`src/rtl/jsap_pkg.sv`:
```
// ----------------------------------------------------------------------------
// jsap_pkg
// Types, character codes and state encodings shared by the JSON string array
// parser modules.
// ----------------------------------------------------------------------------
package jsap_pkg;

    // Character codes
    localparam logic [7:0] CH_LBRACK = 8'h5B;
    localparam logic [7:0] CH_RBRACK = 8'h5D;
    localparam logic [7:0] CH_QUOTE  = 8'h22;
    localparam logic [7:0] CH_COMMA  = 8'h2C;
    localparam logic [7:0] CH_BSLASH = 8'h5C;
    localparam logic [7:0] CH_SLASH  = 8'h2F;
    localparam logic [7:0] CH_B      = 8'h62;
    localparam logic [7:0] CH_F      = 8'h66;
    localparam logic [7:0] CH_N      = 8'h6E;
    localparam logic [7:0] CH_R      = 8'h72;
    localparam logic [7:0] CH_T      = 8'h74;
    localparam logic [7:0] CH_SPACE  = 8'h20;
    localparam logic [7:0] CH_DEL    = 8'h7F;

    // Decoded escape values
    localparam logic [7:0] CH_BS     = 8'h08;
    localparam logic [7:0] CH_FF     = 8'h0C;
    localparam logic [7:0] CH_LF     = 8'h0A;
    localparam logic [7:0] CH_CR     = 8'h0D;
    localparam logic [7:0] CH_TAB    = 8'h09;

    typedef enum logic [2:0] {
        PH_OPEN,
        PH_FIRST,
        PH_STRING,
        PH_ESCAPE,
        PH_AFTER_STR,
        PH_NEXT_STR,
        PH_TRAIL
    } phase_t;

    typedef enum logic [2:0] {
        ERR_NONE,
        ERR_UNEXPECT,
        ERR_CUT_ESC,
        ERR_BAD_ESC,
        ERR_UNTERM,
        ERR_TRAILING
    } err_t;

    typedef struct packed {
        phase_t     phase;
        logic       err_latched;
        err_t       err_value;
        logic       nonempty;
        logic       bad_char;
    } parse_state_t;

    localparam parse_state_t ST_RESET = '{
        phase:       PH_OPEN,
        err_latched: 1'b0,
        err_value:   ERR_NONE,
        nonempty:    1'b0,
        bad_char:    1'b0
    };

    typedef struct packed {
        logic [7:0] body_byte;
        logic       final_byte;
    } in_item_t;

    typedef struct packed {
        logic       char_valid;
        logic [7:0] char_value;
        logic       string_end;
        logic       string_usable;
        logic       body_done;
        logic       body_ok;
        logic [2:0] error_code;
    } out_item_t;

endpackage

```
`src/rtl/jsap_step.sv`:
```
// ----------------------------------------------------------------------------
// jsap_step
// One parse step: current state and one body byte in, next state and the
// result of that byte out. Purely combinational.
// ----------------------------------------------------------------------------
module jsap_step
    import jsap_pkg::*;
(
    input  parse_state_t st,
    input  in_item_t     item,
    output parse_state_t st_next,
    output out_item_t    res
);

    logic [7:0] c;
    logic       is_ws;
    logic       esc_good;
    logic [7:0] esc_char;
    logic       take;
    logic [7:0] take_val;
    parse_state_t st_mid;
    out_item_t  res_mid;
    err_t       code;

    assign c = item.body_byte;

    // Classify the byte
    always_comb
    begin
        is_ws = (c == CH_SPACE) || (c inside {[CH_TAB:CH_CR]});
    end

    // Decode an escape letter
    always_comb
    begin
        esc_good = 1'b1;
        esc_char = c;
        case (c)
            CH_QUOTE, CH_BSLASH, CH_SLASH: esc_char = c;
            CH_B:    esc_char = CH_BS;
            CH_F:    esc_char = CH_FF;
            CH_N:    esc_char = CH_LF;
            CH_R:    esc_char = CH_CR;
            CH_T:    esc_char = CH_TAB;
            default:
            begin
                esc_good = 1'b0;
                esc_char = 8'h00;
            end
        endcase
    end

    // Advance the phase; latch the first error
    always_comb
    begin
        st_mid   = st;
        take     = 1'b0;
        take_val = c;
        res_mid  = '0;
        if (!st.err_latched)
        begin
            case (st.phase)
                PH_OPEN:
                begin
                    if (c == CH_LBRACK)
                        st_mid.phase = PH_FIRST;
                    else if (!is_ws)
                    begin
                        st_mid.err_latched = 1'b1;
                        st_mid.err_value   = ERR_UNEXPECT;
                    end
                end
                PH_FIRST, PH_NEXT_STR:
                begin
                    if (c == CH_QUOTE)
                    begin
                        st_mid.phase    = PH_STRING;
                        st_mid.nonempty = 1'b0;
                        st_mid.bad_char = 1'b0;
                    end
                    else if (c == CH_RBRACK && st.phase == PH_FIRST)
                        st_mid.phase = PH_TRAIL;
                    else if (!is_ws)
                    begin
                        st_mid.err_latched = 1'b1;
                        st_mid.err_value   = ERR_UNEXPECT;
                    end
                end
                PH_STRING:
                begin
                    if (c == CH_QUOTE)
                    begin
                        res_mid.string_end    = 1'b1;
                        res_mid.string_usable = st.nonempty && !st.bad_char;
                        st_mid.phase          = PH_AFTER_STR;
                    end
                    else if (c == CH_BSLASH)
                        st_mid.phase = PH_ESCAPE;
                    else
                        take = 1'b1;
                end
                PH_ESCAPE:
                begin
                    if (esc_good)
                    begin
                        take         = 1'b1;
                        take_val     = esc_char;
                        st_mid.phase = PH_STRING;
                    end
                    else
                    begin
                        st_mid.err_latched = 1'b1;
                        st_mid.err_value   = ERR_BAD_ESC;
                    end
                end
                PH_AFTER_STR:
                begin
                    if (c == CH_RBRACK)
                        st_mid.phase = PH_TRAIL;
                    else if (c == CH_COMMA)
                        st_mid.phase = PH_NEXT_STR;
                    else if (!is_ws)
                    begin
                        st_mid.err_latched = 1'b1;
                        st_mid.err_value   = ERR_UNEXPECT;
                    end
                end
                PH_TRAIL:
                begin
                    if (!is_ws)
                    begin
                        st_mid.err_latched = 1'b1;
                        st_mid.err_value   = ERR_TRAILING;
                    end
                end
                default:
                begin
                    st_mid.err_latched = 1'b1;
                    st_mid.err_value   = ERR_UNEXPECT;
                end
            endcase
        end

        // Emit a decoded character and track string quality
        if (take)
        begin
            res_mid.char_valid = 1'b1;
            res_mid.char_value = take_val;
            st_mid.nonempty    = 1'b1;
            if (take_val <= CH_SPACE || take_val == CH_DEL)
                st_mid.bad_char = 1'b1;
        end
    end

    // Report on the final byte and return to the start state
    always_comb
    begin
        st_next = st_mid;
        res     = res_mid;
        code    = ERR_NONE;
        if (item.final_byte)
        begin
            if (st_mid.err_latched)
                code = st_mid.err_value;
            else
            begin
                case (st_mid.phase)
                    PH_TRAIL:                code = ERR_NONE;
                    PH_STRING, PH_AFTER_STR: code = ERR_UNTERM;
                    PH_ESCAPE:               code = ERR_CUT_ESC;
                    default:                 code = ERR_UNEXPECT;
                endcase
            end
            st_next = ST_RESET;
        end
        res.body_done  = item.final_byte;
        res.body_ok    = item.final_byte && (code == ERR_NONE);
        res.error_code = 3'(code);
    end

endmodule

```
`src/rtl/json_string_array_parser.sv`:
```
// ----------------------------------------------------------------------------
// json_string_array_parser
// Checks that a body is a JSON array of strings and streams out the decoded
// string characters, string ends and a final verdict per body.
//
//   channel  | direction | valid        | stall        | payload
//   ---------+-----------+--------------+--------------+-------------
//   byte     | in        | byte_valid   | byte_stall   | byte_item
//   result   | out       | result_valid | result_stall | result_item
//
// One byte per clock while the result channel does not stall; each accepted
// byte passes the input register and the parse step into the result register.
// The parser state updates when a byte moves from the input register into
// the result register, so each step sees the state left by the previous one.
// A waiting result does not block the input register from taking one more
// byte. Reset puts the parser in the start state with no error.
// ----------------------------------------------------------------------------
module json_string_array_parser
    import jsap_pkg::*;
(
    input  logic      clk,
    input  logic      rst_n,
    input  logic      byte_valid,
    output logic      byte_stall,
    input  in_item_t  byte_item,
    output logic      result_valid,
    input  logic      result_stall,
    output out_item_t result_item
);

    logic         s1_valid_reg;
    logic         s1_valid_next;
    in_item_t     s1_item_reg;
    logic         out_valid_reg;
    logic         out_valid_next;
    out_item_t    out_item_reg;
    parse_state_t st_reg;
    parse_state_t st_next;
    out_item_t    step_res;
    logic         advance;
    logic         take_in;

    // Handshake
    assign advance        = s1_valid_reg && (!out_valid_reg || !result_stall);
    assign byte_stall     = s1_valid_reg && !advance;
    assign take_in        = byte_valid && !byte_stall;
    assign s1_valid_next  = (s1_valid_reg && !advance) || take_in;
    assign out_valid_next = advance || (out_valid_reg && result_stall);

    // Parse one byte
    jsap_step u_step (
        .st      (st_reg),
        .item    (s1_item_reg),
        .st_next (st_next),
        .res     (step_res)
    );

    // Control registers
    always_ff @(posedge clk or negedge rst_n)
    begin
        if (!rst_n)
        begin
            s1_valid_reg  <= 1'b0;
            out_valid_reg <= 1'b0;
            st_reg        <= ST_RESET;
        end
        else
        begin
            s1_valid_reg  <= s1_valid_next;
            out_valid_reg <= out_valid_next;
            if (advance)
                st_reg <= st_next;
        end
    end

    // Payload registers
    always_ff @(posedge clk)
    begin
        if (take_in)
            s1_item_reg <= byte_item;
        if (advance)
            out_item_reg <= step_res;
    end

    assign result_valid = out_valid_reg;
    assign result_item  = out_item_reg;

    // Hold a latched error until the final byte of the body goes through
    a_err_hold: assert property (@(posedge clk) disable iff (!rst_n)
        (st_reg.err_latched && !(advance && s1_item_reg.final_byte))
        |=> st_reg.err_latched)
        else $error("latched error dropped before the end of the body");

    // Restart the parser after the final byte
    a_restart: assert property (@(posedge clk) disable iff (!rst_n)
        (advance && s1_item_reg.final_byte)
        |=> (st_reg.phase == PH_OPEN && !st_reg.err_latched))
        else $error("parser did not restart after the final byte");

    // Accept a body only with no error code
    a_ok_code: assert property (@(posedge clk) disable iff (!rst_n)
        (result_valid && result_item.body_ok)
        |-> (result_item.body_done && result_item.error_code == 3'(ERR_NONE)))
        else $error("body accepted with an error code");

    // Never mark a character and a string end together
    a_char_end: assert property (@(posedge clk) disable iff (!rst_n)
        result_valid |-> !(result_item.char_valid && result_item.string_end))
        else $error("character and string end in one transaction");

    // Hold the result register while it waits
    a_out_hold: assert property (@(posedge clk) disable iff (!rst_n)
        (out_valid_reg && result_stall) |=> (out_valid_reg && $stable(out_item_reg)))
        else $error("waiting result changed");

endmodule

```
`config.mk`:
```
export PLATFORM = sky130hd
export DESIGN_NAME = json_string_array_parser
export DESIGN_NICKNAME = d
export VERILOG_FILES = /design/src/rtl/jsap_pkg.sv /design/src/rtl/jsap_step.sv /design/src/rtl/json_string_array_parser.sv
export SDC_FILE = /design/constraint.sdc
export NUM_CORES = 1
export LEC_CHECK = 0
export CAP_MARGIN = 40
export CORE_UTILIZATION = 63
export DETAILED_ROUTE_END_ITERATION = 8
export DONT_BUFFER_PORTS = 1
export GPL_ROUTABILITY_DRIVEN = 1
export GPL_TIMING_DRIVEN = 1
export MAX_ROUTING_LAYER = met4
export PLACE_DENSITY = 0.86
export SLEW_MARGIN = 40
export SYNTH_ARGS = -nofsm -noshare
export SYNTH_HDL_FRONTEND = slang
export SYNTH_SLANG_ARGS = --single-unit
```
`constraint.sdc`:
```
create_clock -name clk -period 2.75 [get_ports clk]
set_input_delay 0.55 -clock clk [delete_from_list [all_inputs] [get_ports clk]]
set_output_delay 0.55 -clock clk [all_outputs]
set_load 0.02 [all_outputs]
```
# --- After elaboration in Yosys (flattened, before gate mapping) ---
# Index checks and enable logic that the tools add are counted.
classes:
  n_addsub: 0
  n_mul: 0
  n_div: 0
  order_cmp: 3
  n_eq_ne: 24
  shift: 0
  mux: 39
  bitwise_logic: 2
  reduce_logical: 29
ops:
  columns: ["operator", "count"]
  rows:
  - ["$eq A8 B7 Y1 const B", 9]
  - ["$pmux W8 S6", 1]
  - ["$eq A8 B6 Y1 const B", 4]
  - ["$mux W4", 8]
  - ["$mux W3", 10]
  - ["$mux W9", 3]
  - ["$mux W8", 3]
  - ["$pmux W4 S6", 1]
  - ["$eq A3 B3 Y1 const B", 5]
  - ["$pmux W3 S5", 1]
  - ["$eq A3 B2 Y1 const B", 4]
  - ["$pmux W3 S3", 1]
  - ["$ge A8 B4 Y1 const B", 1]
  - ["$le A8 B4 Y1 const B", 1]
  - ["$le A8 B6 Y1 const B", 1]
  - ["$logic_and A1 B1 Y1", 8]
  - ["$mux W2", 4]
  - ["$reduce_or A8 Y1", 1]
  - ["$logic_not A3 Y1", 2]
  - ["$mux W1", 6]
  - ["$reduce_bool A3 Y1", 2]
  - ["$reduce_or A2 Y1", 3]
  - ["$reduce_or A3 Y1", 2]
  - ["$logic_not A1 Y1", 5]
  - ["6 further kinds", 11]
word_totals:
  reg_bits: 36
  latchBits: 0
  mem_bits_rw: 0
  rom_bits: 0
  input_bits: 13
  out_inout_bits: 18
  wordCells: 113
  memories: 0

# --- Longest topological paths before layout ---
# Gate-level depths: netlist (run 1).
depth:
  ltp_word: 15
  depth_mapped: 10
  mapped_depth_nobuf: 8

# --- Modules after synthesis ---
# A second synthesis (run 1) with hierarchy kept.
hier_totals:
  hier_cells: 224
  area_unflattened_um2: 2253.4
modules_own_cells:
  columns: ["module", "instances", "cells_per_inst", "area_each_um2", "seq_area_each_um2"]
  rows:
  - ["json_string_array_parser", 1, 52, 1213.7, 1026.0]
  - ["jsap_step", 1, 172, 1039.7, 0.0]

# --- Worst setup path before layout (run 1) ---
# Ideal clock, no wire load.
synth_path:
  kind: "reg-to-reg"
  from: "register s1_item_reg[3] in the netlist's numbering"
  to: "register out_item_reg, in the netlist result_item[3] (data pin)"
  setup_ns: 0.256
  arrival_time_ns: 2.243
  required_time_ns: 2.494
  path_slack_ns: 0.252
  stages_incl_launch_ff: 9
  path_buffers: 1
  synth_period_minus_slack_ns: 2.498
  cell_sequence: "edfxtp_1 > buf_6 > or4b_4 > or2_4 > a31o_1 > nand3_2 > nand3_4 > or3_1 > and4_1"
synth_lines:
  columns: ["item", "line_no", "rtl"]
  rows:
  - ["start: declaration", "json_string_array_parser.sv:33", "in_item_t s1_item_reg;"]
  - ["start signal: assignment", "json_string_array_parser.sv:80", "s1_item_reg <= byte_item;"]
  - ["end signal: assignment", "json_string_array_parser.sv:82", "out_item_reg <= step_res;"]
  - ["end: declaration", "json_string_array_parser.sv:36", "out_item_t out_item_reg;"]

==> results by stage, run 1 <==
Clock tree:
- After clock tree synthesis, the clock-pin slew on the worst setup and hold paths is roughly 0.12 ns.
- The later pin in the worst-skew pair is clocked with a latency of 0.35 ns.
- The H-tree was split into 2 levels.
- The total number of clock tree sinks is 36.
- The root buffer cell chosen for the clock tree is clkbuf_4.
- Clock tree synthesis inserted a total of 5 buffers.
- The clock passes through at most 2 buffers.
- TritonCTS built the clock tree.

Timing:
- Setup total negative slack on the finished layout was measured at 0 ns.
- The top achievable clock speed is about 380 MHz.
- The slack of the critical path is 0.145 ns.
- The hold violation total from the final report is 0.
- The transition time at the pin with the least slew margin is 0.765 ns.
- Setup violations remaining at the end of the flow were counted as 0.
- Setup repair after global routing left no endpoint under its margin.
- The ratio of final minimum period to clock period is 0.947.
- The maximum clock skew at final layout is around 0.019 ns.
- The max-slew violation count came to 0.
- In this run the tightest slew margin relative to its limit is 0.489.
- The clock period minus worst slack is roughly 2.6 ns.

Logic synthesis:
- The number of library cell types mapped by synthesis is slightly above 60.
- In the synthesized netlist the dominant register cell turns out to be edfxtp_1.
- The sequential area share after synthesis is 0.467.
- The share of synthesized area in the top cell type comes to 0.342.
- The synthesized netlist occupies a cell area of between 2000 and 2500 um2.
- The synthesized design contains 25 enable-type register cells.
- The net count after synthesis is approximately 230.
- After synthesis, the share of flip-flops with an asynchronous set or reset is 0.306.
- The biggest area consumer among synthesized cells is edfxtp_1.
- The post-synthesis instance total is around 220.
- The per-instance average area after synthesis is ~10 um2.
- The number of warning messages in the yosys log is 0.
- The number of synthesized register bits is 36.
- Ranked by total cell area, the synthesized netlist is headed by edfxtp_1, dfrtp_1, nand2_1.

Place:
- Timing analysis after detailed placement gives a worst setup slack of 0.0740 ns.
- The last weighted congestion value of the routability-driven placer is roughly 0.89.
- During placement, the flow inserted port buffers numbering 0.
- The post-detailed-placement half-perimeter wirelength is about 3.8 mm.

Critical path:
- The critical path contains buffers and inverters numbering 0 combined.
- The type of destination of the critical path is a flip-flop.
- Setup slack on the worst reg-to-reg path comes out at 0.14 ns.
- The top cell family by delay on the critical path is simple AND/OR/NAND/NOR gates.
- The largest single stage delay on the critical path is about 0.60 ns.
- The signal on the critical path passes through or4b_4, or2_4, a31o_1, nand3_2, nand3_4, or3_1, and4_1.
- The required time at the endpoint of the critical path is roughly 2.9 ns.
- STA classifies the critical path startpoint as a flip-flop.
- Measured in cells, the most critical reg-to-reg path has a length of 7.
- Tracing the worst setup path back leads to its startpoint at s1_item_reg[1].
- Of all nets on the critical path, the largest fanout is 7.
- The library cell contributing the largest single delay on the critical path is or4b_4.
- The worst register-to-register path ends at result_item[3].
- The startpoint of the most critical register-to-register path is s1_item_reg[1].
- The worst setup path is of the reg2reg kind.
- At the worst endpoint, the arrival time is 2.72 ns.

Floorplan:
- The number of ports placed on the die boundary is 31.
- The die boundary height is slightly above 60 um.
- The number of placement rows is 21.
- The die is around 61 um wide.
- The core region is 3340 um2.
- The floorplan step defined a die boundary enclosing between 3000 and 4000 um2.
- For this configuration, the core starts out at a cell density of 0.658.

Power and ir drop:
- The worst IR drop on VDD is 0.000303 V.
- The ratio of total power to cell area is ~470 nW/um2.
- The analysis attributes to cell leakage a power of between 0.9 and 1 nW.

Global route:
- For this run the aggregate overflow at the end of global routing stands at 0.
- For this run, the total global-route usage over all layers was measured as 0.305.
- The pin count of the biggest net entering global routing is 23.
- The initial antenna violation count is 0.
- The via count of the first global-routing pass was between 1500 and 2000.
- The first global-routing pass estimated roughly 8 mm of wire.

Job:
- The number of violations of the max-capacitance limit is 0.

Layout:
- The number of flip-flops in the largest register is 16.
- Of the cells placed in the final design, the portion with a size suffix greater than 1 is 0.199.
- The synthesis-to-finish area growth is 11.7%.
- The total of fill cells in the finished design is around 250.
- The antenna cell count is 0.
- The count of nets after finishing is around 250.

Worst hold path:
- The path class of the tightest hold or removal check is in2reg.
- The endpoint of the worst hold-timing path is s1_item_reg[0].
- The worst hold path cell count is 0.
- The startpoint identified for the worst hold timing path is byte_item[0].

Route:
- The violation count after the first detailed-route iteration is between 100 and 150.
- Using the TritonRoute via totals, the vias-per-cell ratio works out to 6.52.
- The number of nets with antenna violations after detailed routing is 0.
- Summed over all layers, the routed wires come to 5.09 mm.
- The routed layout has between 1500 and 2000 vias.
- The final routed DRC violation total is 0.
- The routed length per instance is between 15 and 20 um.
- The first detailed-routing pass took 5 iterations.

Status:
- The flow ran to the end, and the final reports show no timing, DRC or antenna violations.
worst max-delay path by stage:
stage	cells past startpoint	to	slack, ns
final	7	result_item[3]	0.14
after global routing	8	result_item[3]	0.04
after CTS	7	result_item[3]	0.05
after detailed placement	7	result_item[3]	0.07
after global placement	7	result_item[3]	0.13
after floorplan	8	result_item[3]	0.25
cells by family after synthesis:
kind of cell    synth area share
mux                       0.0142
xor+xnor                 0.00399
simple gates               0.286
buf+inv                   0.0416
flops                      0.467
compound gates             0.187
per-layer routing:
metal / share of wire / up-vias / track usage
met5: 0 / - / -
met4: 0.0086 / 0 / 0.0909
met3: 0.068 / 6 / 0.0756
met2: 0.50 / 88 / 0.488
met1: 0.42 / 877 / 0.381
li1: - / 869 / -
Yosys cell counts, types with 2 or more instances:
cell / n
a22o_1: 4
nand2b_1: 8
a41oi_1: 3
inv_1: 6
or4b_4: 2
nand2_1: 20
buf_2: 4
o22ai_1: 2
edfxtp_1: 25
a221oi_1: 2
nand3_1: 4
nor2b_1: 6
mux2i_1: 2
a31oi_1: 5
or3_1: 5
a22oi_1: 2
and4bb_2: 4
and3_1: 4
nor3_1: 3
a211oi_1: 4
dfrtp_1: 11
a21oi_1: 8
nor2_1: 15
nor4_1: 3
nand4b_1: 2
and4_1: 3
and2_1: 8
o21ai_0: 9
clkbuf_1: 9
nor3b_1: 3
and3b_1: 2
through the flow:
stage	area (um2)	power, W	util	instances	hold WS (ns)
after floorplan	2200	0.000802	-	218	0.254
after global placement	2340	0.000842	0.701	270	0.255
after detailed placement	2340	0.000851	0.701	270	0.255
after CTS	2410	0.00115	0.722	279	0.280
after global routing	2450	0.00120	0.735	282	0.260
final	2450	0.00115	0.735	282	0.284
repair_timing:
item	CTS	global route
setup buffers	0	3
endpoints found under the hold margin	11	0
resized for setup	0	4
hold buffers	1	0
setup endpoints to repair	0	1
final cells by class:
class	instances	area (um2)	area share
Multi-Input combinational cell	161	1100	0.448
Sequential cell	36	1030	0.418
Timing Repair Buffer	24	183	0.0745
Tap cell	46	57.6	0.0235
Clock buffer	6	51.3	0.0209
Inverter	7	26.3	0.0107
Clock inverter	2	10.0	0.00408
power by group:
part	switching, W	total [W]	internal, W	leakage, nW
clock	0.000178	0.000299	0.000122	0.0380
combinational	0.0000976	0.000163	0.0000650	0.502
sequential	0.0000631	0.000691	0.000628	0.388
cells in the final DEF, fill, tap and decap left out, types with 6 or more instances in the layout:
| master | count |
|---|---|
| nor2_1 | 15 |
| nand2b_1 | 8 |
| and2_1 | 8 |
| dfrtp_1 | 11 |
| buf_4 | 23 |
| nand2_1 | 20 |
| edfxtp_1 | 25 |
| a21oi_1 | 8 |
| o21ai_0 | 9 |
| inv_1 | 6 |
No activity file was read; power rests on OpenSTA's default activity.
==> run 2: changes to the inputs <==
CORE_UTILIZATION = 51   (was 63)
PLACE_DENSITY = 0.73   (was 0.86)
RECOVER_POWER = 50   (was default)
==> results by stage, run 2 (synthesis results as in run 1) <==
Status:
- The run finished with clean final reports.

Route:
- The number of iterations in the first detailed-routing pass is 5 (unchanged).
- The detailed-route via count is 1876 (+2.0%).
- The number of nets with antenna violations after detailed routing is 0 (unchanged).
- The final routed wirelength across all metal layers was 5.09 mm (about the same).
- The highest routed metal layer is met4.
- The routed length on met1 came to 2.16 mm (about the same).
- The final routed DRC violation total is 0 (unchanged).
- The detailed-route vias per instance is 6.56 (+0.53%).
- The violation count after the first detailed-route iteration came to 164 (+21%).
- The routed length on met2 was 2.43 mm (-4.3%).
- The routed length per instance is 17.8 um (-1.5%).
- The met3 routed wirelength was 400 um (+15%).

Place:
- The post-detailed-placement half-perimeter wirelength is 3.68 mm (-2.4%).
- The total placed cells including tap cells was 274 (+1.5%).
- The cell area after placement was 2340 um2 (+0.21%).
- The last weighted congestion value of the routability-driven placer was 0.915 (+2.5%).
- The number of port buffers is 0 (unchanged).

Timing:
- The ratio of final minimum period to clock period is 0.954 (+0.00619).
- The headroom to the max-slew limit was 0.638 (+0.149).
- The setup TNS is 0 ns (unchanged).
- Setup repair after global routing left no endpoint under its margin.
- The max-slew violation count is 0 (unchanged).
- The top achievable clock speed is 381 MHz (-0.65%).
- The final-report setup violation count came to 0 (unchanged).
- The transition time at the pin with the least slew margin came to 0.541 ns (-0.224 ns).
- The hold violation total from the final report is 0 (unchanged).
- The clock period minus worst slack is 2.62 ns (+0.0170 ns).
- The maximum clock skew at final layout came to 0.00737 ns (-0.0120 ns).

Clock tree:
- The later-pin clock latency in the skew report is 0.29 ns (-0.06 ns).
- The largest buffer count on any clock path is 2 (unchanged).
- The clock-pin slew of the registers on the worst-case setup and hold paths is 0.07 ns (-0.05 ns).
- The clock tree from TritonCTS is done.
- The number of levels the H-tree was split into came to 2 (unchanged).
- The root buffer cell is clkbuf_8.
- The total number of clock tree sinks is 36 (unchanged).
- The clock buffer count from CTS is 5 (unchanged).

Power and ir drop:
- The ratio of total power to cell area came to 502 nW/um2 (+6.8%).
- The total leakage power is 0.932 nW (+0.50%).
- The worst IR drop on VDD is 0.000300 V (-1.1%).

Layout:
- The number of flip-flops in the largest register is 16 (unchanged).
- The total of fill cells in the finished design is 321 (+27%).
- The antenna cell count came to 0 (unchanged).
- The final standard cell utilization of the core was 0.610 (-0.125).
- Leaving out fill and tap cells, the most frequent cell in the layout is edfxtp_1.
- The synthesis-to-finish area growth is 12.8%.
- The finished layout cell area was 2480 um2 (+0.97%).
- The ratio of cells with drive above 1 in the final layout is 0.178 (-0.0212).
- In the layout the commonest cells are edfxtp_1, buf_4, nand2_1.
- The count of nets after finishing is 248 (unchanged).
- The final standard cell count with taps included and fillers excluded is 286 (+1.4%).

Floorplan:
- The die boundary height is 67.6 um (+11%).
- The number of placement rows is 23 (+9.5%).
- The initial cell density of the core is 0.541 (-0.117).
- The floorplan core area is 4060 um2 (+22%).
- The overall die area is 4570 um2 (+23%).
- The width of the die is 67.6 um (+11%).
- The number of ports placed on the die boundary is 31 (unchanged).

Job:
- The number of violations of the max-capacitance limit is 0 (unchanged).

Global route:
- The initial antenna violation count came to 0 (unchanged).
- The via count of the first global-routing pass is 1688 (-1.4%).
- The pin count of the biggest net entering global routing is 23 (unchanged).
- The total global-route track usage is 0.247 (-0.0576).
- The overflow left after global routing came to 0 (unchanged).
- The wire length of the first global-routing pass was 7.98 mm (+0.61%).

Critical path:
- The required time at the endpoint of the critical path is 2.79 ns (-0.07 ns).
- The category of the worst setup path launch point is a flip-flop.
- The worst endpoint data arrival time came to 2.66 ns (-0.06 ns).
- The class of the most critical setup path is reg2reg.
- The top fanout value on the critical path came to 11 (+4).
- The type of destination of the critical path is a flip-flop.

Worst hold path:
- The type of the tightest min-delay check is in2reg.
==> run 2: worst paths after layout <==
path                                     start        endpoint  slack [ns]  cells after the start
worst max-delay path            s1_item_reg[2]  result_item[3]        0.13                      8
worst min-delay path              byte_item[3]  s1_item_reg[3]        0.36                      0
worst max register to register  s1_item_reg[2]  result_item[3]        0.13                      8
worst min register to register       st_reg[0]       st_reg[0]        0.51                      2
max in group asynchronous                rst_n       st_reg[1]        1.71                      1
min in group asynchronous                rst_n       st_reg[7]        0.68                      1
==> run 2: layout make-up <==
cell class / count / area (um2) / area share
clock buffers: 7 / 86.3 / 0.0349
clock inverters: 1 / 3.75 / 0.00152
inverters: 7 / 26.3 / 0.0106
multi-input cells: 161 / 1080 / 0.438
flip-flops and latches: 36 / 1030 / 0.414
well taps: 50 / 62.6 / 0.0253
repair buffers: 24 / 186 / 0.0753
==> run 2: worst max-delay path, stage by stage (launching register included) <==
cell and delay (ns):
edfxtp_1 0.53, buf_4 0.21, nor2_1 0.15, a22oi_1 0.09, o32a_1 0.40, o221ai_2 0.25
nand3_4 0.13, or3_1 0.41, and4_1 0.20
==> run 2: metrics by stage <==
stage,hold WS [ns],setup slack (ns),power (W)
after CTS,0.356,0.0864,0.00124
after global placement,0.255,0.106,0.000857
after global routing,0.345,0.0232,0.00129
final,0.361,0.128,0.00124
after detailed placement,0.255,0.0952,0.000858
after floorplan,0.254,0.252,0.000802
==> run 2: timing repair <==
action,4_1_cts,5_1_grt
resized for setup,0,1
hold buffers,1,0
endpoints found under the setup margin,0,1
endpoints found under the hold margin,11,0
buffers inserted,0,2
==> run 2: report_power, final <==
group          leakage (nW)  switching (W)  internal [W]  total [W]
combinational         0.498       0.000102     0.0000721   0.000174
sequential            0.388      0.0000602      0.000629   0.000689
clock                0.0459       0.000180      0.000201   0.000381
total                 0.932       0.000343      0.000901    0.00124
==> run 2: routing by layer <==
| layer | global-route usage | up-vias |
|---|---|---|
| li1 | - | 869 |
| met1 | 0.309 | 872 |
| met2 | 0.386 | 119 |
| met3 | 0.0541 | 16 |
| met4 | 0.0957 | 0 |
| met5 | - | - |
==> run 3: changes to the inputs <==
CELL_PAD_IN_SITES_DETAIL_PLACEMENT = 1   (was default)
CELL_PAD_IN_SITES_GLOBAL_PLACEMENT = 2   (was default)
CORE_UTILIZATION = 40   (was 51)
PLACE_DENSITY = 0.86   (was 0.73)
==> results by stage, run 3 (synthesis results as in run 1) <==
Timing:
- The max-slew violation count came to 0 (unchanged).
- The top achievable clock speed was 370 MHz (-3.0%).
- The final worst hold slack is 0.355 ns (-0.00606 ns).
- The headroom to the max-slew limit is 0.493 (-0.146).
- The hold violation total from the final report is 0 (unchanged).
- The ratio of final minimum period to clock period is 0.983 (+0.0296).
- The final-report setup violation count came to 0 (unchanged).
- The transition time at the pin with the least slew margin is 0.760 ns (+0.219 ns).
- The clock period minus worst slack is 2.70 ns (+0.0814 ns).
- The maximum clock skew at final layout was 0.0107 ns (+0.00334 ns).
- The slack of the critical path is 0.0461 ns (-0.0814 ns).

Floorplan:
- The number of ports placed on the die boundary is 31 (unchanged).
- The floorplan core area is 5200 um2 (+28%).
- The die boundary height is 76.1 um (+13%).
- The width of the die came to 76.1 um (+13%).
- The initial cell density of the core is 0.422 (-0.119).
- The overall die area is 5790 um2 (+27%).
- The number of placement rows was 26 (+13%).

Critical path:
- STA classifies the critical path startpoint as a flip-flop.
- The top fanout value on the critical path came to 6 (-5).
- The class of the most critical setup path is reg2reg.
- The required time at the endpoint of the critical path is 2.79 ns (about the same).
- The worst endpoint data arrival time is 2.75 ns (+0.09 ns).
- The worst setup path is captured at a flip-flop.

Global route:
- The overflow left after global routing is 0 (unchanged).
- The total global-route track usage was 0.234 (-0.0127).
- The via count of the first global-routing pass is 1961 (+16%).
- The wire length of the first global-routing pass came to 10.2 mm (+28%).
- The initial antenna violation count is 0 (unchanged).
- The pin count of the biggest net entering global routing is 23 (unchanged).

Clock tree:
- The clock-pin slew of the registers on the worst-case setup and hold paths is 0.07 ns (about the same).
- The clock buffer count from CTS is 5 (unchanged).
- The clock tree from TritonCTS is done.
- The largest buffer count on any clock path is 2 (unchanged).
- The later-pin clock latency in the skew report is 0.30 ns (about the same).
- The root buffer cell is clkbuf_8.
- The number of levels the H-tree was split into is 2 (unchanged).
- The total number of clock tree sinks is 36 (unchanged).

Layout:
- The antenna cell count was 0 (unchanged).
- The final standard cell count with taps included and fillers excluded is 311 (+8.7%).
- The number of flip-flops in the largest register came to 16 (unchanged).
- The final standard cell utilization of the core is 0.495 (-0.116).
- The most common cell after layout, fill and taps aside is buf_4.
- Leaving out fill and tap cells, the most frequent cells in the layout are buf_4, edfxtp_1, nand2_1.
- The area used by sequential logic in the layout came to 1030 um2 (unchanged).
- The ratio of cells with drive above 1 in the final layout is 0.224 (+0.0461).
- The count of nets after finishing is 253 (+2.0%).
- The synthesis-to-finish area growth is 17.3%.
- The total area of multi-input combinational cells is 1110 um2 (+2.0%).
- The total of fill cells in the finished design is 583 (+82%).

Route:
- The detailed-route via count is 1929 (+2.8%).
- The routed length on met1 came to 2.86 mm (+32%).
- The violation count after the first detailed-route iteration is 104 (-37%).
- The number of nets with antenna violations after detailed routing came to 0 (unchanged).
- The final routed DRC violation total is 0 (unchanged).
- The highest routed metal layer is met4.
- The number of iterations in the first detailed-routing pass came to 4 (-1).
- The met3 routed wirelength is 230 um (-43%).
- The routed length on met2 is 3.14 mm (+29%).
- The detailed-route vias per instance is 6.20 (-5.4%).
- The routed length per instance is 20.5 um (+15%).
- The final routed wirelength across all metal layers is 6.37 mm (+25%).

Power and ir drop:
- The total power consumption of the routed design is 0.00127 W (+1.9%).
- The ratio of total power to cell area is 493 nW/um2 (-2.0%).
- The worst IR drop on VDD was 0.000246 V (-18%).
- The total leakage power is 0.969 nW (+4.0%).

Place:
- The worst setup slack before clock tree synthesis is 0.100 ns (+0.00484 ns).
- The last weighted congestion value of the routability-driven placer is 0.900 (-1.6%).
- The number of port buffers is 0 (unchanged).
- The post-detailed-placement half-perimeter wirelength is 4.49 mm (+22%).
- The total placed cells including tap cells came to 297 (+8.4%).

Job:
- The number of violations of the max-capacitance limit is 0 (unchanged).

Worst hold path:
- The path class of the tightest hold or removal check is in2reg.

Status:
- The flow ran to the end, and the final reports show no timing, DRC or antenna violations.
## run 3: cell types whose count changed in the layout (fill, tap and decap cells not counted), sizes merged
cell	previous run	this run
clkinv	1	2
buf	23	28
clkbuf	7	6
## run 3: final cells by class
type | instances | area share
multi-input cells | 161 | 0.430
flip-flops and latches | 36 | 0.398
repair buffers | 29 | 0.0918
well taps | 70 | 0.0340
clock buffers | 6 | 0.0321
inverters | 7 | 0.0102
clock inverters | 2 | 0.00389
## run 3: worst paths after layout
kind	startpoint	endpoint	slack (ns)	cells after the start
worst min register to register	s1_valid_reg	result_valid	0.51	1
worst min-delay path	byte_item[4]	s1_item_reg[4]	0.35	0
worst max register to register	s1_item_reg[5]	result_item[3]	0.05	7
worst max-delay path	s1_item_reg[5]	result_item[3]	0.05	7
min in group asynchronous	rst_n	st_reg[3]	0.69	1
max in group asynchronous	rst_n	st_reg[0]	1.68	1
## run 3: repair_timing
action,4_1_cts,5_1_grt
gates resized for setup,0,7
endpoints found under the hold margin,11,0
hold buffers,1,0
buffers inserted,0,5
setup endpoints to repair,0,3
## run 3: per-stage QoR
| stage | area, um2 | setup TNS (ns) |
|---|---|---|
| final | 2570 | 0 |
| after global routing | 2570 | -0.0182 |
| after CTS | 2510 | 0 |
| after detailed placement | 2400 | 0 |
| after global placement | 2400 | 0 |
| after floorplan | 2200 | 0 |
## run 3: per-layer routing
metal  GRT usage  up-vias
li1            -      879
met1       0.289      976
met2       0.385       61
met3      0.0395       13
met4      0.0904        0
met5           -        -
## run 3: critical path: stages, from the launching register on
cell and delay [ns]:
edfxtp_1 0.49, or4b_4 0.59, o41ai_1 0.38, a41o_1 0.24, a211oi_1 0.05, buf_4 0.15
or3_1 0.36, and4_1 0.20
## run 3: power breakdown
part / internal [W] / switching (W)
Combinational: 0.0000717 / 0.000105
Sequential: 0.000629 / 0.0000698
Clock: 0.000200 / 0.000193
